File: src/rtl/jsau_pkg.sv
package jsau_pkg;

  // Default depth of the command queue between front and back.
  localparam int JSAU_QUEUE_DEPTH = 4;

  // Hex character buffer of a \u escape.
  localparam int HEX_DEPTH = 4;
  localparam int HEX_IDX_W = $clog2(HEX_DEPTH);

  localparam logic [7:0] CHAR_QUOTE  = 8'h22;
  localparam logic [7:0] CHAR_BSLASH = 8'h5C;
  localparam logic [7:0] CHAR_N      = 8'h6E;
  localparam logic [7:0] CHAR_T      = 8'h74;
  localparam logic [7:0] CHAR_U      = 8'h75;
  localparam logic [7:0] BYTE_LF     = 8'h0A;
  localparam logic [7:0] BYTE_TAB    = 8'h09;
  localparam logic [7:0] UTF8_LEAD2  = 8'hC0;
  localparam logic [7:0] UTF8_LEAD3  = 8'hE0;
  localparam logic [7:0] UTF8_CONT   = 8'h80;
  localparam logic [15:0] CP_LIM1    = 16'h0080;
  localparam logic [15:0] CP_LIM2    = 16'h0800;

  typedef struct packed {
    logic [7:0] in_byte;
    logic       text_last;
  } in_beat_t;

  typedef struct packed {
    logic [7:0] out_byte;
    logic       has_byte;
    logic       string_end;
    logic       bad_hex;
    logic       run_last;
  } out_beat_t;

  typedef enum logic [1:0] {
    MODE_OUT,
    MODE_IN,
    MODE_ESC,
    MODE_HEX
  } mode_t;

  typedef enum logic [1:0] {
    FS_RUN,
    FS_REPLAY,
    FS_FLUSH
  } fstate_t;

  typedef enum logic [1:0] {
    KIND_BYTE,
    KIND_END,
    KIND_BAD,
    KIND_UTF8
  } kind_t;

  // One queued command: expands into last_beat+1 output beats.
  typedef struct packed {
    kind_t       kind;
    logic [15:0] data;
    logic [1:0]  last_beat;
    logic        str_end;
    logic        run_last;
  } cmd_t;

  // {valid, value} of one hex digit.
  function automatic logic [4:0] hex_digit(input logic [7:0] c);
    logic [4:0] r;
    r = 5'b0;
    if (c >= 8'h30 && c <= 8'h39) begin
      r = {1'b1, c[3:0]};
    end else if ((c >= 8'h61 && c <= 8'h66) || (c >= 8'h41 && c <= 8'h46)) begin
      r = {1'b1, c[3:0] + 4'd9};
    end
    return r;
  endfunction

endpackage

File: src/rtl/jsau_queue.sv
module jsau_queue
  import jsau_pkg::*;
#(
  parameter int DEPTH = JSAU_QUEUE_DEPTH
) (
  input  logic clk,
  input  logic rst_n,
  input  logic push,
  input  cmd_t push_data,
  output logic full,
  input  logic pop,
  output cmd_t head,
  output logic head_valid
);

  localparam int PTR_W = (DEPTH > 1) ? $clog2(DEPTH) : 1;
  localparam int CNT_W = $clog2(DEPTH + 1);

  cmd_t             entries_r [DEPTH];
  logic [PTR_W-1:0] wr_ptr_r, wr_ptr_nxt;
  logic [PTR_W-1:0] rd_ptr_r, rd_ptr_nxt;
  logic [CNT_W-1:0] count_r, count_nxt;
  logic             do_push, do_pop;

  assign full       = (count_r == CNT_W'(DEPTH));
  assign head_valid = (count_r != '0);
  assign head       = entries_r[rd_ptr_r];
  assign do_push    = push && !full;
  assign do_pop     = pop && head_valid;

  always_comb begin
    wr_ptr_nxt = wr_ptr_r;
    rd_ptr_nxt = rd_ptr_r;
    count_nxt  = count_r;
    if (do_push) begin
      wr_ptr_nxt = (wr_ptr_r == PTR_W'(DEPTH - 1)) ? '0 : wr_ptr_r + 1'b1;
    end
    if (do_pop) begin
      rd_ptr_nxt = (rd_ptr_r == PTR_W'(DEPTH - 1)) ? '0 : rd_ptr_r + 1'b1;
    end
    if (do_push && !do_pop) begin
      count_nxt = count_r + 1'b1;
    end else if (do_pop && !do_push) begin
      count_nxt = count_r - 1'b1;
    end
  end

  always_ff @(posedge clk) begin
    if (!rst_n) begin
      wr_ptr_r <= '0;
      rd_ptr_r <= '0;
      count_r  <= '0;
    end else begin
      wr_ptr_r <= wr_ptr_nxt;
      rd_ptr_r <= rd_ptr_nxt;
      count_r  <= count_nxt;
    end
  end

  always_ff @(posedge clk) begin
    if (do_push) begin
      entries_r[wr_ptr_r] <= push_data;
    end
  end

endmodule

File: src/rtl/jsau_front.sv
module jsau_front
  import jsau_pkg::*;
(
  input  logic     clk,
  input  logic     rst_n,
  input  logic     in_valid,
  output logic     in_ready,
  input  in_beat_t in_data,
  input  logic     q_full,
  output logic     q_push,
  output cmd_t     q_push_data
);

  fstate_t              fs_r, fs_nxt;
  mode_t                mode_r;
  logic [HEX_IDX_W-1:0] hex_cnt_r;
  logic [7:0]           hex_chars_r [HEX_DEPTH];
  logic [HEX_IDX_W-1:0] rp_idx_r, rp_idx_nxt;
  logic [HEX_IDX_W-1:0] rp_last_r, rp_last_nxt;
  logic                 hold_v_r, hold_v_nxt;
  cmd_t                 hold_r, hold_nxt;
  logic                 step;

  // Character step: current byte, or a buffered hex char on replay.
  logic [7:0]           f_c;
  logic                 f_last;
  mode_t                f_mode;
  logic [HEX_IDX_W-1:0] f_cnt;
  logic                 f_prod;
  logic                 f_restart;
  logic                 f_wr;
  cmd_t                 f_cmd;
  cmd_t                 dec_cmd;
  logic [4:0]           h0, h1, h2, h3;
  logic [15:0]          cp;

  assign f_c    = (fs_r == FS_REPLAY) ? hex_chars_r[rp_idx_r] : in_data.in_byte;
  assign f_last = (fs_r == FS_REPLAY) ? (rp_idx_r == rp_last_r) : in_data.text_last;

  // \u decode: leading hex digits, last one is the incoming byte.
  always_comb begin
    h0 = hex_digit(hex_chars_r[0]);
    h1 = hex_digit(hex_chars_r[1]);
    h2 = hex_digit(hex_chars_r[2]);
    h3 = hex_digit(f_c);
    if (!h1[4]) begin
      cp = {12'h000, h0[3:0]};
    end else if (!h2[4]) begin
      cp = {8'h00, h0[3:0], h1[3:0]};
    end else if (!h3[4]) begin
      cp = {4'h0, h0[3:0], h1[3:0], h2[3:0]};
    end else begin
      cp = {h0[3:0], h1[3:0], h2[3:0], h3[3:0]};
    end
    dec_cmd.data      = cp;
    dec_cmd.str_end   = 1'b0;
    dec_cmd.run_last  = 1'b0;
    if (!h0[4]) begin
      dec_cmd.kind      = KIND_BAD;
      dec_cmd.last_beat = 2'd0;
    end else begin
      dec_cmd.kind = KIND_UTF8;
      if (cp < CP_LIM1) begin
        dec_cmd.last_beat = 2'd0;
      end else if (cp < CP_LIM2) begin
        dec_cmd.last_beat = 2'd1;
      end else begin
        dec_cmd.last_beat = 2'd2;
      end
    end
  end

  always_comb begin
    f_mode            = mode_r;
    f_cnt             = hex_cnt_r;
    f_prod            = 1'b0;
    f_restart         = 1'b0;
    f_wr              = 1'b0;
    f_cmd.kind        = KIND_BYTE;
    f_cmd.data        = {8'h00, f_c};
    f_cmd.last_beat   = 2'd0;
    f_cmd.str_end     = 1'b0;
    f_cmd.run_last    = 1'b0;
    unique case (mode_r)
      MODE_OUT: begin
        if (f_c == CHAR_QUOTE) f_mode = MODE_IN;
      end
      MODE_IN: begin
        if (f_c == CHAR_QUOTE) begin
          f_prod        = 1'b1;
          f_cmd.kind    = KIND_END;
          f_cmd.data    = '0;
          f_cmd.str_end = 1'b1;
          f_mode        = MODE_OUT;
        end else if (f_c == CHAR_BSLASH) begin
          if (f_last) f_prod = 1'b1;
          else        f_mode = MODE_ESC;
        end else begin
          f_prod = 1'b1;
        end
      end
      MODE_ESC: begin
        f_mode = MODE_IN;
        if (f_c == CHAR_N) begin
          f_prod     = 1'b1;
          f_cmd.data = {8'h00, BYTE_LF};
        end else if (f_c == CHAR_T) begin
          f_prod     = 1'b1;
          f_cmd.data = {8'h00, BYTE_TAB};
        end else if (f_c == CHAR_U) begin
          if (!f_last) begin
            f_mode = MODE_HEX;
            f_cnt  = '0;
          end
        end else begin
          f_prod = 1'b1;
        end
      end
      MODE_HEX: begin
        f_wr = 1'b1;
        if (hex_cnt_r == HEX_IDX_W'(HEX_DEPTH - 1)) begin
          f_cnt  = '0;
          f_mode = MODE_IN;
          f_prod = 1'b1;
          f_cmd  = dec_cmd;
        end else if (f_last) begin
          // text ended mid-escape: collected chars go back through as text
          f_restart = 1'b1;
          f_cnt     = '0;
          f_mode    = MODE_IN;
        end else begin
          f_cnt = hex_cnt_r + 1'b1;
        end
      end
      default: f_mode = MODE_OUT;
    endcase
    if (f_last && !f_restart) begin
      if (f_mode != MODE_OUT) begin
        if (f_prod) begin
          f_cmd.str_end = 1'b1;
        end else begin
          f_prod        = 1'b1;
          f_cmd.kind    = KIND_END;
          f_cmd.data    = '0;
          f_cmd.str_end = 1'b1;
        end
      end
      f_mode = MODE_OUT;
      f_cnt  = '0;
    end
  end

  // Replay results are held back one step so run_last lands on the final one.
  always_comb begin
    fs_nxt      = fs_r;
    rp_idx_nxt  = rp_idx_r;
    rp_last_nxt = rp_last_r;
    hold_v_nxt  = hold_v_r;
    hold_nxt    = hold_r;
    q_push      = 1'b0;
    q_push_data = f_cmd;
    step        = 1'b0;
    in_ready    = 1'b0;
    unique case (fs_r)
      FS_RUN: begin
        in_ready = !q_full;
        if (in_valid && !q_full) begin
          step = 1'b1;
          if (f_restart) begin
            fs_nxt      = FS_REPLAY;
            rp_idx_nxt  = '0;
            rp_last_nxt = hex_cnt_r;
            hold_v_nxt  = 1'b0;
          end else if (f_prod) begin
            q_push               = 1'b1;
            q_push_data.run_last = 1'b1;
          end
        end
      end
      FS_REPLAY: begin
        if (!q_full) begin
          step = 1'b1;
          if (f_prod) begin
            if (hold_v_r) begin
              q_push               = 1'b1;
              q_push_data          = hold_r;
              q_push_data.run_last = 1'b0;
            end
            hold_nxt   = f_cmd;
            hold_v_nxt = 1'b1;
          end
          if (f_last) begin
            if (f_restart) begin
              rp_idx_nxt  = '0;
              rp_last_nxt = hex_cnt_r;
            end else begin
              fs_nxt = FS_FLUSH;
            end
          end else begin
            rp_idx_nxt = rp_idx_r + 1'b1;
          end
        end
      end
      FS_FLUSH: begin
        if (!hold_v_r) begin
          fs_nxt = FS_RUN;
        end else if (!q_full) begin
          q_push               = 1'b1;
          q_push_data          = hold_r;
          q_push_data.run_last = 1'b1;
          hold_v_nxt           = 1'b0;
          fs_nxt               = FS_RUN;
        end
      end
      default: fs_nxt = FS_RUN;
    endcase
  end

  always_ff @(posedge clk) begin
    if (!rst_n) begin
      fs_r      <= FS_RUN;
      mode_r    <= MODE_OUT;
      hex_cnt_r <= '0;
      rp_idx_r  <= '0;
      rp_last_r <= '0;
      hold_v_r  <= 1'b0;
    end else begin
      fs_r      <= fs_nxt;
      rp_idx_r  <= rp_idx_nxt;
      rp_last_r <= rp_last_nxt;
      hold_v_r  <= hold_v_nxt;
      if (step) begin
        mode_r    <= f_mode;
        hex_cnt_r <= f_cnt;
      end
    end
  end

  always_ff @(posedge clk) begin
    hold_r <= hold_nxt;
    if (step && f_wr) begin
      hex_chars_r[hex_cnt_r] <= f_c;
    end
  end

endmodule

File: src/rtl/jsau_back.sv
module jsau_back
  import jsau_pkg::*;
(
  input  logic      clk,
  input  logic      rst_n,
  input  cmd_t      head,
  input  logic      head_valid,
  output logic      pop,
  output logic      out_valid,
  input  logic      out_ready,
  output out_beat_t out_data
);

  logic [1:0] beat_r, beat_nxt;
  logic       out_valid_r, out_valid_nxt;
  out_beat_t  out_r, out_nxt;
  logic       is_last, load;

  assign is_last   = (beat_r == head.last_beat);
  assign load      = head_valid && (!out_valid_r || out_ready);
  assign pop       = load && is_last;
  assign out_valid = out_valid_r;
  assign out_data  = out_r;

  always_comb begin
    out_nxt.out_byte   = 8'h00;
    out_nxt.has_byte   = 1'b0;
    out_nxt.bad_hex    = 1'b0;
    out_nxt.string_end = head.str_end && is_last;
    out_nxt.run_last   = head.run_last && is_last;
    unique case (head.kind)
      KIND_BYTE: begin
        out_nxt.has_byte = 1'b1;
        out_nxt.out_byte = head.data[7:0];
      end
      KIND_END: begin
        out_nxt.has_byte = 1'b0;
      end
      KIND_BAD: begin
        out_nxt.bad_hex = 1'b1;
      end
      KIND_UTF8: begin
        out_nxt.has_byte = 1'b1;
        priority if (head.last_beat == 2'd0) begin
          out_nxt.out_byte = head.data[7:0];
        end else if (is_last) begin
          out_nxt.out_byte = UTF8_CONT | {2'b00, head.data[5:0]};
        end else if (head.last_beat == 2'd1) begin
          out_nxt.out_byte = UTF8_LEAD2 | {3'b000, head.data[10:6]};
        end else if (beat_r == 2'd0) begin
          out_nxt.out_byte = UTF8_LEAD3 | {4'h0, head.data[15:12]};
        end else begin
          out_nxt.out_byte = UTF8_CONT | {2'b00, head.data[11:6]};
        end
      end
      default: out_nxt.has_byte = 1'b0;
    endcase
  end

  always_comb begin
    beat_nxt      = beat_r;
    out_valid_nxt = out_valid_r;
    if (load) begin
      beat_nxt      = is_last ? 2'd0 : beat_r + 2'd1;
      out_valid_nxt = 1'b1;
    end else if (out_ready) begin
      out_valid_nxt = 1'b0;
    end
  end

  always_ff @(posedge clk) begin
    if (!rst_n) begin
      beat_r      <= 2'd0;
      out_valid_r <= 1'b0;
    end else begin
      beat_r      <= beat_nxt;
      out_valid_r <= out_valid_nxt;
    end
  end

  always_ff @(posedge clk) begin
    if (load) begin
      out_r <= out_nxt;
    end
  end

endmodule

File: src/rtl/json_string_array_unescape.sv
// Channel  Ports                          Beat          Accepted when
// input    in_valid in_ready in_data      in_beat_t     in_valid && in_ready
// result   out_valid out_ready out_data   out_beat_t    out_valid && out_ready
//
// One input byte per cycle in normal text while the queue has room; each byte
// makes zero or one result beat, a completed \u escape makes one to three,
// sent by the back end one beat a cycle while out_ready is high and the
// command queue keeps the front taking bytes. Text ending inside a \u escape
// stops input while the buffered characters are rescanned and the held
// result is flushed (a rescan that again ends inside \u rescans its single
// hex character once more), for longer if the queue is full.
// Reset (rst_n low, synchronous) clears parse mode, queue and output valid;
// no clearing pass, the hex buffer is always written before it is read.
// Either side may stall: a full queue drops in_ready, out_ready low holds the
// output register and the back end.
module json_string_array_unescape
  import jsau_pkg::*;
#(
  parameter int QUEUE_DEPTH = JSAU_QUEUE_DEPTH
) (
  input  logic      clk,
  input  logic      rst_n,
  input  logic      in_valid,
  output logic      in_ready,
  input  in_beat_t  in_data,
  output logic      out_valid,
  input  logic      out_ready,
  output out_beat_t out_data
);

  // front -> queue
  logic q_push;
  cmd_t q_push_data;
  logic q_full;
  // queue -> back
  cmd_t q_head;
  logic q_head_valid;
  logic q_pop;

  // Front: parses the byte stream, at most one command per parsed character.
  jsau_front u_front (
    .clk         (clk),
    .rst_n       (rst_n),
    .in_valid    (in_valid),
    .in_ready    (in_ready),
    .in_data     (in_data),
    .q_full      (q_full),
    .q_push      (q_push),
    .q_push_data (q_push_data)
  );

  jsau_queue #(
    .DEPTH (QUEUE_DEPTH)
  ) u_queue (
    .clk        (clk),
    .rst_n      (rst_n),
    .push       (q_push),
    .push_data  (q_push_data),
    .full       (q_full),
    .pop        (q_pop),
    .head       (q_head),
    .head_valid (q_head_valid)
  );

  // Back: expands commands (UTF-8 sequences included) into result beats.
  jsau_back u_back (
    .clk        (clk),
    .rst_n      (rst_n),
    .head       (q_head),
    .head_valid (q_head_valid),
    .pop        (q_pop),
    .out_valid  (out_valid),
    .out_ready  (out_ready),
    .out_data   (out_data)
  );

endmodule

File: config.mk
export PLATFORM = sky130hd
export DESIGN_NAME = json_string_array_unescape
export DESIGN_NICKNAME = d
export VERILOG_FILES = /design/src/rtl/jsau_pkg.sv /design/src/rtl/jsau_queue.sv /design/src/rtl/jsau_front.sv /design/src/rtl/jsau_back.sv /design/src/rtl/json_string_array_unescape.sv
export SDC_FILE = /design/constraint.sdc
export NUM_CORES = 1
export LEC_CHECK = 0
export ABC_AREA = 1
export BUFFER_PORTS_ARGS = -buffer_cell sky130_fd_sc_hd__buf_2
export CAP_MARGIN = 25
export CORE_MARGIN = 3
export CORE_UTILIZATION = 35
export CTS_CLUSTER_SIZE = 30
export DETAILED_ROUTE_END_ITERATION = 6
export PLACE_DENSITY = 0.56
export SKIP_CTS_REPAIR_TIMING = 1
export SYNTH_ARGS = -nofsm -noshare
export SYNTH_HDL_FRONTEND = slang
export SYNTH_SLANG_ARGS = --single-unit
File: constraint.sdc
create_clock -name clk -period 3.4 [get_ports clk]
set_input_delay 0.68 -clock clk [delete_from_list [all_inputs] [get_ports clk]]
set_output_delay 0.68 -clock clk [all_outputs]
set_load 0.02 [all_outputs]
==> results.py, run 1 <==
metrics = {
    "synthesis": {
        "synthDistinctLibCells": 49,
        "synth_seq_cells": 178,
        "yosysWarnings": 0,
        "synthArstFlopShare": 0,
        "syn_inst": 1035,
        "synth_top_family_by_area": "simple AND/OR/NAND/NOR gates",
        "synthTopCellsByArea": "edfxtp_1 48%, nand2_1 9.1%, dfxtp_1 5.3%, inv_1 4.9%, ha_1 4.6%",
        "yosysTopAreaCell": "edfxtp_1",
        "synth_edf_count": 153,
        "synth_ff_type": "edfxtp_1",
        "synth.area.mux_share": 0.00316,
        "netlist_area_sq_um": 9510,
        "synthSimpleGateAreaFrac": 0.235,
        "syn_avg_cell_area_sq_um": 9.19,
        "synth-compound-area-share": 0.0937,
        "yosysSeqAreaShare": 0.536,
        "synth_adder_area_share": 0.0482,
        "synth_top_area_frac": 0.483,
        "synth-xor-area-share": 0.0111,
        "syn_nets": 1084,
    },
    "sta": {
        "worst_pin_slew_ns": 0.719,
        "finClkSkew_ns": 0.0157,
        "fin_tns_setup_ns": 0,
        "hold_slack_ns": 0.487,
        "period_needed_ns": 3.24,
        "timing.final.max_slew_violations": 0,
        "setup_slack_ns": 0.164,
        "finalCritPeriodShare": 0.952,
        "max_slew_margin": 0.519,
        "maxClockFrequency_mhz": 309,
        "hold_viol_final": 0,
        "setup_violations": 0,
    },
    "setup_path": {
        "critPathMaxFanout": 4,
        "cp-end-kind": "flip-flop",
        "rr_worst_depth": 22,
        "startpoint_type": "flip-flop",
        "r2r_slack_ns": 0.16,
        "arrival_ns": 3.56,
        "rr_endpoint": "u_queue.count_r[1]$_SDFFE_PN0P_",
        "cp_data_required_time_ns": 3.72,
        "crit_type": "reg2reg",
        "r2r_start": "u_front.fs_r[1]$_SDFFE_PN0P_",
    },
    "drt": {
        "route.met2.wl_mm": 10.9,
        "drc": 0,
        "dr_wl_met3_um": 652,
        "topRoutingLayerUsed": "met4",
        "vias": 7144,
        "ant_nets": 0,
        "avgViaCountPerCell": 4.88,
        "drtIter0Drc": 501,
        "drt-met1-wl_mm": 10.9,
        "dr.pass1.iters": 5,
        "wl_per_cell_um": 15.5,
        "routed_wl_mm": 22.7,
    },
    "place": {
        "hpwl_mm": 16.2,
        "dpl_cell_area_sq_um": 10400,
        "dpl_worst_slack_ns": -0.0723,
        "dp.cells": 1426,
        "gpl.final_weighted_congestion": 0.887,
        "io_buffers": 26,
    },
    "final_layout": {
        "antennaDiodeCount": 0,
        "drive_gt1_frac": 0.184,
        "final_cell_mix": "227 x nand2_1, 153 x edfxtp_1, 122 x inv_1",
        "final_nets": 1164,
        "stdcell_area_sq_um": 11200,
        "seqCellArea_sq_um": 5100,
        "postLayoutCoreUtil": 0.424,
        "syn2layout_area_growth_pct": 17.5,
        "num-fill-cells": 2568,
        "multi_input_area_sq_um": 3810,
        "final-instance-count-excl-fill": 1463,
        "layout_commonest_cell": "nand2_1",
    },
    "min_path": {
        "hold_class": "reg2reg",
        "min_path_cells": 2,
        "hold_end": "u_front.hold_v_r$_SDFFE_PN0P_",
        "worstHoldStart": "u_front.hold_v_r$_SDFFE_PN0P_",
    },
    "global_routing": {
        "grt_max_degree": 39,
        "grt_pass1_wl_mm": 36.1,
        "gr-total-overflow": 0,
        "grt_antenna_before_repair": 0,
        "grt_pass1_vias": 6872,
        "track_usage": 0.158,
    },
    "cts": {
        "cts.sink_count": 178,
        "cts_tree": "built",
        "cts_buffers": 17,
        "cts.path.max_buffers": 2,
        "cts_root_buf": "clkbuf_16",
        "htree_num_levels": 4,
        "clock_latency_ns": 0.43,
        "clk_pin_slew_ns": 0.07,
    },
    "floorplanning": {
        "dieArea_sq_um": 29200,
        "die_y_um": 171,
        "core_area_sq_um": 26400,
        "start_util": 0.361,
        "io_pins": 27,
        "rows": 59,
        "die-width_um": 171,
    },
    "status": {
        "status": "finished, final reports clean",
    },
    "pwr": {
        "finalPower_mw": 5.58,
        "leakagePower_nw": 4.52,
        "p_per_area_nw_per_um2": 499,
        "vdd_drop_max_mv": 0.346,
    },
    "job": {
        "drv_cap": 0,
    },
}
## synth_stat cells (2+ instances only)
master,n
o21ai_0,66
nor2_4,3
a31oi_1,2
buf_2,3
nand3_2,13
inv_1,124
inv_2,7
dfxtp_1,25
or2_2,8
mux2i_1,3
a21boi_0,2
nand3_1,86
nor2_2,8
buf_6,7
a32oi_1,3
o211ai_1,12
o22ai_1,10
a211oi_1,3
nor4_1,3
a32o_1,3
xnor2_1,2
nand4_1,8
clkbuf_1,17
nand2_1,230
ha_1,35
nor2_1,97
edfxtp_1,153
nor3_1,12
nand3_4,2
xor2_1,10
a21oi_1,46
nand2_2,9
nand2_4,7
## routing by layer
layer  track usage  vias to the layer above
li1              -                     3636
met1         0.213                     3373
met2         0.265                      118
met3        0.0298                       17
met4        0.0367                        0
met5             0                        -
## state kept, by name, summed over array words and instances, names as in the netlist, 3 cells and up, named ones only
name and flops:
u_front.hold_r 21, u_front.hex_chars_r 32, u_back.out_data 12, u_queue.count_r 3, u_queue.entries_r 88
## worst max-delay path by stage
stage	cells after the start	startpoint	to	slack [ns]
detailed placement	21	in_data[1]	u_queue.count_r[2]$_SDFFE_PN0P_	-0.07
finish	22	u_front.fs_r[1]$_SDFFE_PN0P_	u_queue.count_r[1]$_SDFFE_PN0P_	0.16
CTS	22	u_front.fs_r[1]$_SDFFE_PN0P_	u_queue.count_r[2]$_SDFFE_PN0P_	0.03
global route	25	flip-flop	u_queue.count_r[2]$_SDFFE_PN0P_	-0.02
floorplan	17	u_front.fs_r[1]$_SDFFE_PN0P_	u_queue.entries_r[2][0]$_DFFE_PP_	-0.16
global placement	21	in_data[1]	u_queue.count_r[2]$_SDFFE_PN0P_	-0.05
## worst max-delay path, cell delays in order, from the launching register on
cell     delay, ns
dfxtp_2       0.34
inv_2         0.06
ha_4          0.17
buf_4         0.14
nand3_1       0.12
nand2_4       0.07
buf_4         0.14
ha_1          0.23
nor3_2        0.18
nand2_1       0.10
nand2_1       0.10
nand2_2       0.07
nor2_4        0.12
nand2_4       0.09
nand2_2       0.08
nand3_2       0.08
nand2_1       0.08
inv_1         0.05
ha_1          0.16
inv_1         0.10
fa_2          0.42
o21ai_0       0.16
nor2_1        0.06
## layout make-up
cell class	instances	area share
well taps	335	0.0375
flip-flops and latches	178	0.457
clock inverters	14	0.0174
clock buffers	18	0.0384
multi-input cells	694	0.341
repair buffers	91	0.0632
inverters	133	0.0456
## logic make-up (layout without fill, tap and decap cells)
kind of cell    Yosys count  in the layout
simple gates            488            488
flops                   178            178
buf+inv                 163            256
compound gates          155            155
fa+ha+maj                36             36
xor+xnor                 12             12
mux                       3              3
## report_power, final
part / total (mW) / internal, mW / leakage (nW) / switching, mW
sequential: 2.49 / 2.46 / 1.52 / 0.0326
combinational: 0.999 / 0.337 / 2.69 / 0.662
clock: 2.09 / 1.19 / 0.308 / 0.900
Power figures use the tool's default switching activity.
==> inputs of run 2 (changes only) <==
- PLACE_DENSITY: 0.56 -> 0.54
- SLEW_MARGIN: unset -> 15
- clock period: 3.4 -> 3.6 ns (I/O delays scaled with it)
==> run 2 against run 1 <==
  * Clock power down 12%
  * Final area fell by 2.9%
  * Non-clock buffer count shrank 25
  * Maximum frequency decreased by 1.8%
  * Register-to-register slack improved by 0.14 ns
  * Sequential power down 6%
  * Sequential share of layout area is 1.3 points higher
  * Sequential cell count unchanged
  * Combinational power fell by 8.1%
  * Via count decreased by 1.3%
  * Total power decreased by 8.5%
  * Largest cell class unchanged
  * Highest routed layer unchanged
==> results.py, run 2 (synthesized netlist as in run 1, its figures left out) <==
metrics = {
    "min_path": {
        "hold_class": "reg2reg",
        "worstHoldStart": "u_front.hold_v_r$_SDFFE_PN0P_",
        "min_path_cells": 2,
    },
    "floorplanning": {
        "die-width_um": 171,
        "die_y_um": 171,
        "dieArea_sq_um": 29200,
        "io_pins": 27,
        "core_area_sq_um": 26400,
        "rows": 59,
        "start_util": 0.361,
    },
    "setup_path": {
        "r2r_start": "u_front.fs_r[1]$_SDFFE_PN0P_",
        "cp-startpoint": "u_front.fs_r[1]$_SDFFE_PN0P_",
        "cp_data_required_time_ns": 3.92,
        "cp-end-kind": "flip-flop",
        "rr_worst_depth": 24,
        "startpoint_type": "flip-flop",
        "arrival_ns": 3.62,
        "crit_type": "reg2reg",
        "critPathMaxFanout": 7,
    },
    "global_routing": {
        "grt_antenna_before_repair": 0,
        "gr-usage-met3": 0.0270,
        "grt_pass1_vias": 6718,
        "grt_use_met1": 0.214,
        "top_usage_layer": "met2",
        "use_met2": 0.261,
        "gr-total-overflow": 0,
        "grt_max_degree": 27,
        "grt_pass1_wl_mm": 36.0,
        "track_usage": 0.157,
    },
    "cts": {
        "cts.sink_count": 178,
        "htree_num_levels": 4,
        "cts_root_buf": "clkbuf_16",
        "cts.path.max_buffers": 2,
        "cts_buffers": 17,
        "clock_latency_ns": 0.43,
        "cts_tree": "built",
        "clk_pin_slew_ns": 0.07,
    },
    "final_layout": {
        "reg_top3": "u_queue.entries_r: 88 flops, u_front.hex_chars_r: 32 flops, u_front.hold_r: 21 flops",
        "layout_commonest_cell": "nand2_1",
        "syn2layout_area_growth_pct": 14.1,
        "final_cell_mix": "230 x nand2_1, 153 x edfxtp_1, 124 x inv_1",
        "antennaDiodeCount": 0,
        "multi_input_area_sq_um": 3760,
        "largest_reg_flops": 88,
        "num-fill-cells": 2582,
        "top_register": "u_queue.entries_r",
        "final_nets": 1139,
        "drive_gt1_frac": 0.153,
        "seqCellArea_sq_um": 5090,
        "postLayoutCoreUtil": 0.412,
    },
    "pwr": {
        "vdd_drop_max_mv": 0.300,
        "switchingPower_mw": 1.51,
        "intPower_mw": 3.59,
        "p_sw_frac": 0.296,
        "leakagePower_nw": 4.36,
        "p_seq_frac": 0.461,
        "comb_power_share": 0.180,
        "finalPower_mw": 5.10,
        "clockPowerShare": 0.359,
        "p_per_area_nw_per_um2": 470,
    },
    "sta": {
        "setup_violations": 0,
        "hold_viol_final": 0,
        "rsz0062_at_grt": "yes",
        "max_slew_margin": 0.429,
        "period_needed_ns": 3.30,
        "fin_tns_setup_ns": 0,
        "maxClockFrequency_mhz": 303,
        "worst_pin_slew_ns": 0.854,
        "finClkSkew_ns": 0.0120,
        "finalCritPeriodShare": 0.915,
        "timing.final.max_slew_violations": 0,
    },
    "drt": {
        "routed_wl_mm": 22.3,
        "avgViaCountPerCell": 4.90,
        "drc": 0,
        "vias": 7050,
        "dr.pass1.iters": 5,
        "drtIter0Drc": 626,
        "ant_nets": 0,
        "wl_per_cell_um": 15.5,
    },
    "place": {
        "gpl.final_weighted_congestion": 0.901,
        "io_buffers": 26,
        "hpwl_mm": 16.1,
    },
    "status": {
        "status": "finished, final reports clean",
    },
    "job": {
        "drv_cap": 0,
    },
}
## run 2: cell count changes in the layout (fill, tap and decap cells not counted), moves of 2 or more
| cell | before | now |
|---|---|---|
| buf_4 | 58 | 35 |
| dfxtp_1 | 22 | 25 |
| nand2_1 | 227 | 230 |
| nand2_2 | 11 | 8 |
| bufinv_16 | 3 | 1 |
| dfxtp_2 | 2 | 0 |
| ha_4 | 2 | 0 |
| inv_1 | 122 | 124 |
| inv_2 | 9 | 7 |
| inv_8 | 4 | 2 |
| nand3_1 | 83 | 85 |
| nand3_2 | 16 | 14 |
## run 2: area by class of cell
class,count,share of cell area
Tap cell,335,0.0386
Multi-Input combinational cell,694,0.347
Clock buffer,17,0.0392
Clock inverter,15,0.0141
Sequential cell,178,0.469
Inverter,133,0.0469
Timing Repair Buffer,66,0.0450
## run 2: worst paths after layout
path / slack, ns / end
setup / recovery: 0.30 / u_queue.count_r[2]$_SDFFE_PN0P_
hold / removal: 0.49 / u_front.hold_v_r$_SDFFE_PN0P_
setup reg to reg: 0.30 / u_queue.count_r[2]$_SDFFE_PN0P_
hold reg to reg: 0.49 / u_front.hold_v_r$_SDFFE_PN0P_
## run 2: worst max-delay path: stages, from the launching register on
cell     delay (ns)
dfxtp_1        0.32
inv_1          0.07
ha_2           0.23
or2_2          0.34
nand2_4        0.10
inv_1          0.06
ha_1           0.20
inv_1          0.07
nor3_1         0.05
nand2_1        0.08
nand2_1        0.07
nand2_1        0.10
nor2_4         0.05
nand2_4        0.10
nand2_1        0.10
nand3_2        0.09
nand2_1        0.08
inv_1          0.06
ha_1           0.13
inv_1          0.06
fa_1           0.43
a21oi_1        0.14
o21ai_1        0.09
o21ai_1        0.12
a21oi_1        0.05
## run 2: power groups by stage
stage	logic, mW	registers (mW)	clock network, mW
global route	1.04	2.36	1.97
detailed placement	0.915	2.40	0
finish	0.918	2.35	1.83
CTS	0.920	2.35	1.87
global placement	0.911	2.40	0
floorplan	0.547	2.47	0
## run 2: per-layer routing
metal / part of all wire / vias to the layer above
met5: 0 / -
met4: 0.014 / 0
met3: 0.034 / 20
met2: 0.47 / 131
met1: 0.48 / 3311
li1: - / 3588
## run 2: stage by stage
step / setup slack, ns / std cells / hold slack [ns] / cell area (sq um)
finish: 0.305 / 1438 / 0.488 / 10900
global route: -0.0640 / 1438 / 0.515 / 10900
CTS: 0.146 / 1437 / 0.495 / 10800
detailed placement: 0.0607 / 1405 / 0.477 / 10200
global placement: 0.0703 / 1405 / 0.475 / 10200
floorplan: 0.00764 / 1035 / 0.452 / 9510
